<file path="src/rtl/core/tga_pkg.sv">
// Shared types for the Targa pixel stream decoder.
`timescale 1ns / 1ps

package tga_pkg;

  // Configuration register indexes.
  typedef enum logic [1:0] {
    CFG_RLE_ENABLE   = 2'd0,
    CFG_PIXEL_BITS   = 2'd1,
    CFG_GRAY_MODE    = 2'd2,
    CFG_ALPHA_ENABLE = 2'd3
  } tga_cfg_idx_e;

  // Width of the configuration write data.
  localparam int unsigned CfgDataW = 8;

  // Converted color of one pixel.
  typedef struct packed {
    logic [7:0] alpha;
    logic [7:0] red;
    logic [7:0] green;
    logic [7:0] blue;
    logic       depth_error;
  } tga_color_t;

endpackage

</file>
<file path="src/rtl/core/tga_if.sv">
// Valid/ready channel interfaces of the decoder: byte input, pixel output, config writes.
`timescale 1ns / 1ps

interface tga_byte_if;
  logic       valid;
  logic       ready;
  logic [7:0] byte_in;

  modport source (output valid, output byte_in, input ready);
  modport sink   (input valid, input byte_in, output ready);
endinterface

interface tga_pix_if;
  logic       valid;
  logic       ready;
  logic [7:0] alpha_out;
  logic [7:0] red_out;
  logic [7:0] green_out;
  logic [7:0] blue_out;
  logic [7:0] run_length;
  logic       depth_error;

  modport source (output valid, output alpha_out, output red_out, output green_out,
                  output blue_out, output run_length, output depth_error, input ready);
  modport sink   (input valid, input alpha_out, input red_out, input green_out,
                  input blue_out, input run_length, input depth_error, output ready);
endinterface

interface tga_cfg_if;
  logic                           valid;
  logic                           ready;
  tga_pkg::tga_cfg_idx_e          index;
  logic [tga_pkg::CfgDataW-1:0]   data;

  modport source (output valid, output index, output data, input ready);
  modport sink   (input valid, input index, input data, output ready);
endinterface

</file>
<file path="src/rtl/core/tga_color_conv.sv">
// Combinational conversion of one assembled pixel word into ARGB or gray output.
`timescale 1ns / 1ps

module tga_color_conv (
  input  logic [31:0]         pixel_i,
  input  logic [5:0]          pixel_bits_i,
  input  logic                gray_mode_i,
  input  logic                alpha_enable_i,
  output tga_pkg::tga_color_t color_o
);
  import tga_pkg::*;

  // Supported true-color depths.
  localparam logic [5:0] Depth15 = 6'd15;
  localparam logic [5:0] Depth16 = 6'd16;
  localparam logic [5:0] Depth24 = 6'd24;
  localparam logic [5:0] Depth32 = 6'd32;

  // Widens a 5-bit channel to 8 bits.
  function automatic logic [7:0] widen5(input logic [4:0] c);
    logic [7:0] w;
    case (c)
      5'd0:  w = 8'd0;    5'd1:  w = 8'd8;    5'd2:  w = 8'd16;   5'd3:  w = 8'd25;
      5'd4:  w = 8'd33;   5'd5:  w = 8'd41;   5'd6:  w = 8'd49;   5'd7:  w = 8'd58;
      5'd8:  w = 8'd66;   5'd9:  w = 8'd74;   5'd10: w = 8'd82;   5'd11: w = 8'd90;
      5'd12: w = 8'd99;   5'd13: w = 8'd107;  5'd14: w = 8'd115;  5'd15: w = 8'd123;
      5'd16: w = 8'd132;  5'd17: w = 8'd140;  5'd18: w = 8'd148;  5'd19: w = 8'd156;
      5'd20: w = 8'd165;  5'd21: w = 8'd173;  5'd22: w = 8'd181;  5'd23: w = 8'd189;
      5'd24: w = 8'd197;  5'd25: w = 8'd206;  5'd26: w = 8'd214;  5'd27: w = 8'd222;
      5'd28: w = 8'd230;  5'd29: w = 8'd239;  5'd30: w = 8'd247;  default: w = 8'd255;
    endcase
    return w;
  endfunction

  // Computes c*a/255 rounded down; the add-and-shift form is exact for products below 65535.
  function automatic logic [7:0] scale_chan(input logic [7:0] c, input logic [7:0] a);
    logic [15:0] prod;
    logic [16:0] sum;
    prod = c * a;
    sum  = {1'b0, prod} + {9'b0, prod[15:8]} + 17'd1;
    return sum[15:8];
  endfunction

  // Channel extraction by mode and depth, then optional alpha premultiply of true-color pixels.
  always_comb begin
    color_o = '0;
    color_o.alpha = 8'hff;
    if (gray_mode_i) begin
      color_o.red = pixel_i[7:0];
      if (alpha_enable_i) begin
        color_o.alpha = pixel_i[15:8];
      end
    end else begin
      case (pixel_bits_i)
        Depth32: begin
          color_o.alpha = pixel_i[31:24];
          color_o.red   = pixel_i[23:16];
          color_o.green = pixel_i[15:8];
          color_o.blue  = pixel_i[7:0];
        end
        Depth24: begin
          color_o.red   = pixel_i[23:16];
          color_o.green = pixel_i[15:8];
          color_o.blue  = pixel_i[7:0];
        end
        Depth16, Depth15: begin
          if (pixel_bits_i == Depth16) begin
            color_o.alpha = pixel_i[15] ? 8'hff : 8'h00;
          end
          color_o.red   = widen5(pixel_i[14:10]);
          color_o.green = widen5(pixel_i[9:5]);
          color_o.blue  = widen5(pixel_i[4:0]);
        end
        default: begin
          color_o.depth_error = 1'b1;
          color_o.alpha       = 8'h00;
        end
      endcase
      if (!color_o.depth_error) begin
        if (alpha_enable_i) begin
          if (color_o.alpha != 8'h00 && color_o.alpha != 8'hff) begin
            color_o.red   = scale_chan(color_o.red, color_o.alpha);
            color_o.green = scale_chan(color_o.green, color_o.alpha);
            color_o.blue  = scale_chan(color_o.blue, color_o.alpha);
          end
        end else begin
          color_o.alpha = 8'hff;
        end
      end
    end
  end

endmodule

</file>
<file path="src/rtl/core/tga_rle_pixel_decoder.sv">
// Top level of the Targa run-length pixel stream decoder.
`timescale 1ns / 1ps

// The decoder takes image data one byte per beat on in_i and returns one pixel
// beat on out_o for each completed pixel, carrying ARGB (or gray plus alpha),
// a run length and a depth error flag. Header bytes of run-length packets and
// bytes that do not complete a pixel give no output beat.
// Configuration is written on cfg_i, one register per beat, and is always
// taken; write it only while no pixel is pending on the output.
// Throughput: one byte per clock cycle, sustained until a stall on out_o has
// filled both stages. A pixel's assembled word is registered in the pixel stage
// when its last byte is accepted, and its converted color is then loaded into
// the output register.
// When out_o stalls, the output register holds its beat and the pixel stage
// behind it still fills, so in_i keeps accepting bytes until both are full.
// Reset clears the packet state to expect a header, empties both stages and
// loads the register defaults: RLE off, 24-bit pixels, true color, no alpha.
module tga_rle_pixel_decoder (
  input  logic            clk_i,
  input  logic            rst_ni,
  tga_cfg_if.sink         cfg_i,
  tga_byte_if.sink        in_i,
  tga_pix_if.source       out_o
);
  import tga_pkg::*;

  // Configuration registers.
  logic       rle_en_q, gray_q, alpha_en_q;
  logic [5:0] pixel_bits_q;

  // Packet and byte assembly state.
  logic       expect_hdr_q, expect_hdr_d;
  logic       in_rep_q, in_rep_d;
  logic [6:0] repeat_cnt_q, repeat_cnt_d;
  logic [6:0] raw_left_q, raw_left_d;
  logic [1:0] byte_idx_q, byte_idx_d;
  logic [23:0] accum_q, accum_d;

  // Pixel stage and output stage.
  logic        pix_valid_q, pix_valid_d;
  logic [31:0] pix_word_q;
  logic [7:0]  pix_run_q;
  logic        out_valid_q, out_valid_d;
  tga_color_t  out_color_q;
  logic [7:0]  out_run_q;

  logic        in_fire, pix_ready, emit;
  logic [31:0] word_asm;
  logic [7:0]  run_asm;
  logic [3:0]  bytes_raw;
  logic [1:0]  last_idx;
  tga_color_t  color;

  // Configuration writes are always accepted.
  assign cfg_i.ready = 1'b1;

  always_ff @(posedge clk_i or negedge rst_ni) begin
    if (!rst_ni) begin
      rle_en_q     <= 1'b0;
      pixel_bits_q <= 6'd24;
      gray_q       <= 1'b0;
      alpha_en_q   <= 1'b0;
    end else if (cfg_i.valid) begin
      case (cfg_i.index)
        CFG_RLE_ENABLE:   rle_en_q     <= cfg_i.data[0];
        CFG_PIXEL_BITS:   pixel_bits_q <= cfg_i.data[5:0];
        CFG_GRAY_MODE:    gray_q       <= cfg_i.data[0];
        CFG_ALPHA_ENABLE: alpha_en_q   <= cfg_i.data[0];
        default: ;
      endcase
    end
  end

  // Handshake chain: the output register frees the pixel stage, which frees the input.
  assign pix_ready  = !out_valid_q || out_o.ready;
  assign in_i.ready = !pix_valid_q || pix_ready;
  assign in_fire    = in_i.valid && in_i.ready;

  // Index of the last byte of a pixel, from the depth rounded up and clamped to 1..4 bytes.
  assign bytes_raw = 4'(({1'b0, pixel_bits_q} + 7'd7) >> 3);
  always_comb begin
    if (bytes_raw == 4'd0) begin
      last_idx = 2'd0;
    end else if (bytes_raw > 4'd4) begin
      last_idx = 2'd3;
    end else begin
      last_idx = 2'(bytes_raw - 4'd1);
    end
  end

  // Packet header decode and little-endian byte assembly.
  always_comb begin
    expect_hdr_d = expect_hdr_q;
    in_rep_d     = in_rep_q;
    repeat_cnt_d = repeat_cnt_q;
    raw_left_d   = raw_left_q;
    byte_idx_d   = byte_idx_q;
    accum_d      = accum_q;
    emit         = 1'b0;
    run_asm      = 8'd1;
    word_asm     = (byte_idx_q == 2'd0) ? 32'd0 : {8'd0, accum_q};
    word_asm[{byte_idx_q, 3'b000} +: 8] = in_i.byte_in;
    if (in_fire) begin
      if (rle_en_q && expect_hdr_q) begin
        in_rep_d     = in_i.byte_in[7];
        repeat_cnt_d = in_i.byte_in[7] ? in_i.byte_in[6:0] : 7'd0;
        raw_left_d   = in_i.byte_in[7] ? 7'd0 : in_i.byte_in[6:0];
        expect_hdr_d = 1'b0;
        byte_idx_d   = 2'd0;
        accum_d      = '0;
      end else if (byte_idx_q < last_idx) begin
        accum_d    = word_asm[23:0];
        byte_idx_d = byte_idx_q + 2'd1;
      end else begin
        emit       = 1'b1;
        byte_idx_d = 2'd0;
        if (rle_en_q) begin
          if (in_rep_q) begin
            run_asm      = {1'b0, repeat_cnt_q} + 8'd1;
            expect_hdr_d = 1'b1;
          end else if (raw_left_q == 7'd0) begin
            expect_hdr_d = 1'b1;
          end else begin
            raw_left_d = raw_left_q - 7'd1;
          end
        end
      end
    end
  end

  // Stage valid flags.
  always_comb begin
    pix_valid_d = pix_valid_q;
    if (pix_valid_q && pix_ready) begin
      pix_valid_d = 1'b0;
    end
    if (emit) begin
      pix_valid_d = 1'b1;
    end
    out_valid_d = out_valid_q;
    if (pix_ready) begin
      out_valid_d = pix_valid_q;
    end
  end

  always_ff @(posedge clk_i or negedge rst_ni) begin
    if (!rst_ni) begin
      expect_hdr_q <= 1'b1;
      in_rep_q     <= 1'b0;
      repeat_cnt_q <= 7'd0;
      raw_left_q   <= 7'd0;
      byte_idx_q   <= 2'd0;
      pix_valid_q  <= 1'b0;
      out_valid_q  <= 1'b0;
    end else begin
      expect_hdr_q <= expect_hdr_d;
      in_rep_q     <= in_rep_d;
      repeat_cnt_q <= repeat_cnt_d;
      raw_left_q   <= raw_left_d;
      byte_idx_q   <= byte_idx_d;
      pix_valid_q  <= pix_valid_d;
      out_valid_q  <= out_valid_d;
    end
  end

  // Payload registers.
  always_ff @(posedge clk_i) begin
    accum_q <= accum_d;
    if (emit) begin
      pix_word_q <= word_asm;
      pix_run_q  <= run_asm;
    end
    if (pix_ready && pix_valid_q) begin
      out_color_q <= color;
      out_run_q   <= pix_run_q;
    end
  end

  // Color conversion between the pixel stage and the output register.
  tga_color_conv u_color_conv (
    .pixel_i        (pix_word_q),
    .pixel_bits_i   (pixel_bits_q),
    .gray_mode_i    (gray_q),
    .alpha_enable_i (alpha_en_q),
    .color_o        (color)
  );

  assign out_o.valid       = out_valid_q;
  assign out_o.alpha_out   = out_color_q.alpha;
  assign out_o.red_out     = out_color_q.red;
  assign out_o.green_out   = out_color_q.green;
  assign out_o.blue_out    = out_color_q.blue;
  assign out_o.run_length  = out_run_q;
  assign out_o.depth_error = out_color_q.depth_error;

endmodule

</file>
<file path="src/flat_wrapper.sv">
// flat-port wrapper written by rule: the top's interface ports become plain ports
module tga_rle_pixel_decoder_flat import tga_pkg::*;
  (clk_i, rst_ni, cfg_i_valid, cfg_i_index, cfg_i_data, cfg_i_ready, in_i_valid, in_i_byte_in, in_i_ready, out_o_valid, out_o_alpha_out, out_o_red_out, out_o_green_out, out_o_blue_out, out_o_run_length, out_o_depth_error, out_o_ready);
  tga_cfg_if cfg_i_i ();
  tga_byte_if in_i_i ();
  tga_pix_if out_o_i ();
  input  logic clk_i;
  input  logic rst_ni;
  input wire logic [$bits(cfg_i_i.valid)-1:0] cfg_i_valid;
  input wire logic [$bits(cfg_i_i.index)-1:0] cfg_i_index;
  input wire logic [$bits(cfg_i_i.data)-1:0] cfg_i_data;
  output wire logic [$bits(cfg_i_i.ready)-1:0] cfg_i_ready;
  input wire logic [$bits(in_i_i.valid)-1:0] in_i_valid;
  input wire logic [$bits(in_i_i.byte_in)-1:0] in_i_byte_in;
  output wire logic [$bits(in_i_i.ready)-1:0] in_i_ready;
  output wire logic [$bits(out_o_i.valid)-1:0] out_o_valid;
  output wire logic [$bits(out_o_i.alpha_out)-1:0] out_o_alpha_out;
  output wire logic [$bits(out_o_i.red_out)-1:0] out_o_red_out;
  output wire logic [$bits(out_o_i.green_out)-1:0] out_o_green_out;
  output wire logic [$bits(out_o_i.blue_out)-1:0] out_o_blue_out;
  output wire logic [$bits(out_o_i.run_length)-1:0] out_o_run_length;
  output wire logic [$bits(out_o_i.depth_error)-1:0] out_o_depth_error;
  input wire logic [$bits(out_o_i.ready)-1:0] out_o_ready;
  assign cfg_i_i.valid = cfg_i_valid;
  assign cfg_i_i.index = cfg_i_index;
  assign cfg_i_i.data = cfg_i_data;
  assign cfg_i_ready = cfg_i_i.ready;
  assign in_i_i.valid = in_i_valid;
  assign in_i_i.byte_in = in_i_byte_in;
  assign in_i_ready = in_i_i.ready;
  assign out_o_valid = out_o_i.valid;
  assign out_o_alpha_out = out_o_i.alpha_out;
  assign out_o_red_out = out_o_i.red_out;
  assign out_o_green_out = out_o_i.green_out;
  assign out_o_blue_out = out_o_i.blue_out;
  assign out_o_run_length = out_o_i.run_length;
  assign out_o_depth_error = out_o_i.depth_error;
  assign out_o_i.ready = out_o_ready;
  tga_rle_pixel_decoder u_core (.clk_i(clk_i), .rst_ni(rst_ni), .cfg_i(cfg_i_i), .in_i(in_i_i), .out_o(out_o_i));
endmodule
</file>
<file path="config.mk">
export PLATFORM = sky130hd
export DESIGN_NAME = tga_rle_pixel_decoder_flat
export DESIGN_NICKNAME = d
export VERILOG_FILES = /design/src/rtl/core/tga_pkg.sv /design/src/rtl/core/tga_if.sv /design/src/rtl/core/tga_color_conv.sv /design/src/rtl/core/tga_rle_pixel_decoder.sv /design/src/flat_wrapper.sv
export SDC_FILE = /design/constraint.sdc
export NUM_CORES = 1
export LEC_CHECK = 0
export BUFFER_PORTS_ARGS = -buffer_cell sky130_fd_sc_hd__buf_2
export CORE_UTILIZATION = 60
export CTS_CLUSTER_DIAMETER = 100
export DETAILED_ROUTE_END_ITERATION = 10
export PLACE_DENSITY_LB_ADDON = 0.15
export RECOVER_POWER = 50
export REMOVE_ABC_BUFFERS = 1
export SLEW_MARGIN = 10
export SYNTH_ARGS = -nofsm -noshare
export SYNTH_HDL_FRONTEND = slang
export SYNTH_HIERARCHICAL = 1
export SYNTH_SLANG_ARGS = --single-unit
</file>
<file path="constraint.sdc">
create_clock -name clk_i -period 10.3 [get_ports clk_i]
set_input_delay 0.515 -clock clk_i [delete_from_list [all_inputs] [get_ports clk_i]]
set_output_delay 0.515 -clock clk_i [all_outputs]
set_load 0.005 [all_outputs]
</file>
==> reports/results.txt <==
status - finished, violations left
failing checks - capacitance limit, slew limit
aggregate negative setup slack - 0 ns
FP Rows - 55
area grow syn2layout - 9.068%
Slew HR - -86.39%
layout cell share with drive strength beyond 1 - 11.64%
pre-CTS setup slack - 1.514 ns
VDD IR max - 0.1670 mV
HPWL Detailed - 24.39 mm
maximum achievable frequency - 111.9 MHz
worst-path maximum fanout - 18
fill cell count - 1847
DRC violation total after the first TritonRoute iteration - 687
Power per Cell Area - 152.0 nW/um^2
crit path kind - flip-flop to flip-flop
Reg clk slew, reported paths - 0.07 ns
top-count cell post-synth - nor2_1
vias in the first global route - 11.12k
Reg2Reg Depth - 26
Met2 Wirelength - 15.98 mm
I/O pin count - 67
Met3 Wirelength - 2.112 mm
core area - 22780 sq um
Root Buffer - clkbuf_16
hold buffer count at CTS - 0
first-pass GRT wire length - 54.57 mm
1st-pass router iterations - 6
Initial Util - 61.60%
ANT cells - 0
CP Data Required Time - 10.45 ns
top_reg_cell synth - edfxtp_1
RSZ-0062 raised after global routing - no
most common library cells after synthesis - 211 x nor2_1, 180 x inv_1, 134 x ha_1
Final ANT Viol Nets - 0
#FFs+latches synth - 134
startpoint types - flip-flop
reg2reg start - u_core/pixel_bits_q[2]
gr usage total - 28.74%
Post-Syn Area - 14030 sq um
top layer in use - met4
Syn. warnings - 6
Critical Path Sink Type - flip-flop
TritonCTS clock tree - done
Finished Cell Area - 15300 sq um
Leak Pwr - 6.957 nW
total power - 0.002326 W
Slew @ Worst Pin - 2.794 ns
GP Congestion - 0.8976
Clock Sinks - 134
Worst Skew - 0.01054 ns
Hold Path End - u_core/pixel_bits_q[2]
R2R Path End - u_core/out_o.green_out[7]
Vias/cell - 6.067
CTS buffer count - 17
Hold Vio Cnt, Final - 0
Hold Startpoint - cfg_i_data[2]
DRC - 0
WL final - 33.31 mm
grt total ovfl - 0
worst hold path class - input port to flip-flop
Post-synth EDFFs - 105
Crit path arrival time - 9.08 ns
Seq/Total Area, Yosys - 27.67%
largest net degree at the start of global routing - 42
die height - 154.9 um
final setup fails - 0
post-route worst setup slack - 1.366 ns
H-tree levels - 4
Final nets - 1799
max-cap violation count - 2
initial antenna violation count - 0
routed len/inst - 17.91 um
Max Buffers Root-to-Sink - 2
post-CTS sizing - 0
Die Wd - 154.9 um
main area contributors after synthesis - edfxtp_1 22%, fa_1 15%, ha_1 12%
PortBufs - 63
Synth area leader - edfxtp_1
R2R Setup Slk - 1.37 ns
M1 WL - 14.42 mm
Netlist cell types - 92
fin. max-slew vios - 72
post-CTS setup buffers - 0
async set or reset register ratio after synthesis - 21.64%
vias after detailed routing - 11.28k
insertion delay to the later sink of the worst-skew pair - 0.42 ns
Worst Hold Depth - 2
syn avg cell area - 9.468 sq um
Tcrit/Tclk final - 86.74%
Cells after Synth - 1482
Final Critical Period - 8.934 ns
area post-placement - 14740 sq um
die area - 24000 sq um
post-synth top area share - 22.47%
-- through the flow --
| step | util, % | std cells | hold WS [ns] |
|---|---|---|---|
| floorplan | - | 1427 | 0.2194 |
| global placement | 64.70 | 1828 | 0.4031 |
| detailed placement | 64.70 | 1828 | 0.4052 |
| CTS | 67.29 | 1860 | 0.1207 |
| global route | 67.19 | 1860 | 0.3193 |
| finish | 67.19 | 1860 | 0.3200 |
-- cell families after synthesis --
family,synth area share (%)
DFF,27.67
adders and majority gates,27.36
and+or+nand+nor,17.98
muxes,1.837
xor gates and xnor gates,3.620
other,0.02672
AOI/OAI and AO/OA,15.11
buffers and inverters,6.402
-- where the power goes --
group	total [W]	switching [W]	internal (W)
logic	0.000731	0.000460	0.000271
registers	0.000984	0.000141	0.000843
clock network	0.000612	0.000270	0.000342
total	0.00233	0.000871	0.00146
-- per-layer routing --
metal  up-vias  global-route usage [%]
li1       5294                       -
met5         -                       0
met4         0                   10.37
met3        63                   3.454
met1      5494                   38.12
met2       433                   48.67
-- cell usage in the layout (no fill, tap or decap), types with 26 or more instances in the layout --
cell type | synthesis | final
nand3_1 | 27 | 27
inv_1 | 180 | 180
or2_2 | 35 | 35
a22o_1 | 26 | 26
nor2_1 | 211 | 210
and2_1 | 39 | 37
xnor2_1 | 34 | 34
edfxtp_1 | 105 | 105
dfrtp_1 | 26 | 26
nand2_1 | 69 | 69
buf_2 | 1 | 46
fa_1 | 108 | 108
o21ai_0 | 28 | 31
ha_1 | 134 | 134
a21oi_1 | 43 | 38
-- area by class of cell --
cell class	instances	area [sq um]	area share, %
Clock buffer	19	464.2	3.033
Clock inverter	13	125.1	0.8175
Inverter	181	679.4	4.439
Multi-Input combinational cell	1112	9280	60.64
Sequential cell	134	3882	25.37
Tap cell	313	391.6	2.559
Timing Repair Buffer	88	481.7	3.147
-- critical path, cell delays in order (launching register included) --
cell and delay (ns):
dfrtp_1 0.49, nor4_1 0.52, a32o_1 0.74, buf_4 0.30
a22oi_1 0.33, or2_2 0.42, fa_1 0.51, fa_1 0.54
inv_1 0.05, fa_1 0.47, inv_1 0.05, fa_1 0.47
inv_1 0.04, ha_1 0.34, and3_1 0.20, a22oi_1 0.19
nor2_1 0.08, a211oi_1 0.63, ha_1 0.37, a21oi_1 0.23
o311ai_2 0.16, a31oi_1 0.29, a2111oi_0 0.13, a311o_2 0.44
a41oi_4 0.31, mux2i_1 0.21, o311ai_0 0.13
-- state kept, by name, indices dropped and copies added, names as in the netlist, 2 cells and up --
register and flops:
u_core/out_o.blue_out 8, u_core/out_o.red_out 8, u_core/out_o.green_out 8, u_core/pix_word_q 32, u_core/accum_q 24, u_core/out_o.run_length 8
u_core/out_o.alpha_out 8, u_core/repeat_cnt_q 7, u_core/raw_left_q 7, u_core/pix_run_q 8, u_core/pixel_bits_q 6, u_core/byte_idx_q 2
-- worst max-delay path by stage --
stage	slack, ns	start	cells after the start	end
after global routing	0.90	u_core/pixel_bits_q[2]	26	u_core/out_o.green_out[7]
after floorplan	2.19	u_core/pixel_bits_q[5]	25	u_core/out_o.green_out[7]
final	1.37	u_core/pixel_bits_q[2]	26	u_core/out_o.green_out[7]
after global placement	1.69	u_core/pixel_bits_q[2]	26	u_core/out_o.green_out[7]
after detailed placement	1.51	u_core/pixel_bits_q[2]	26	u_core/out_o.green_out[7]
after CTS	1.48	u_core/pixel_bits_q[2]	26	u_core/out_o.green_out[7]
Power figures use the tool's default switching activity.
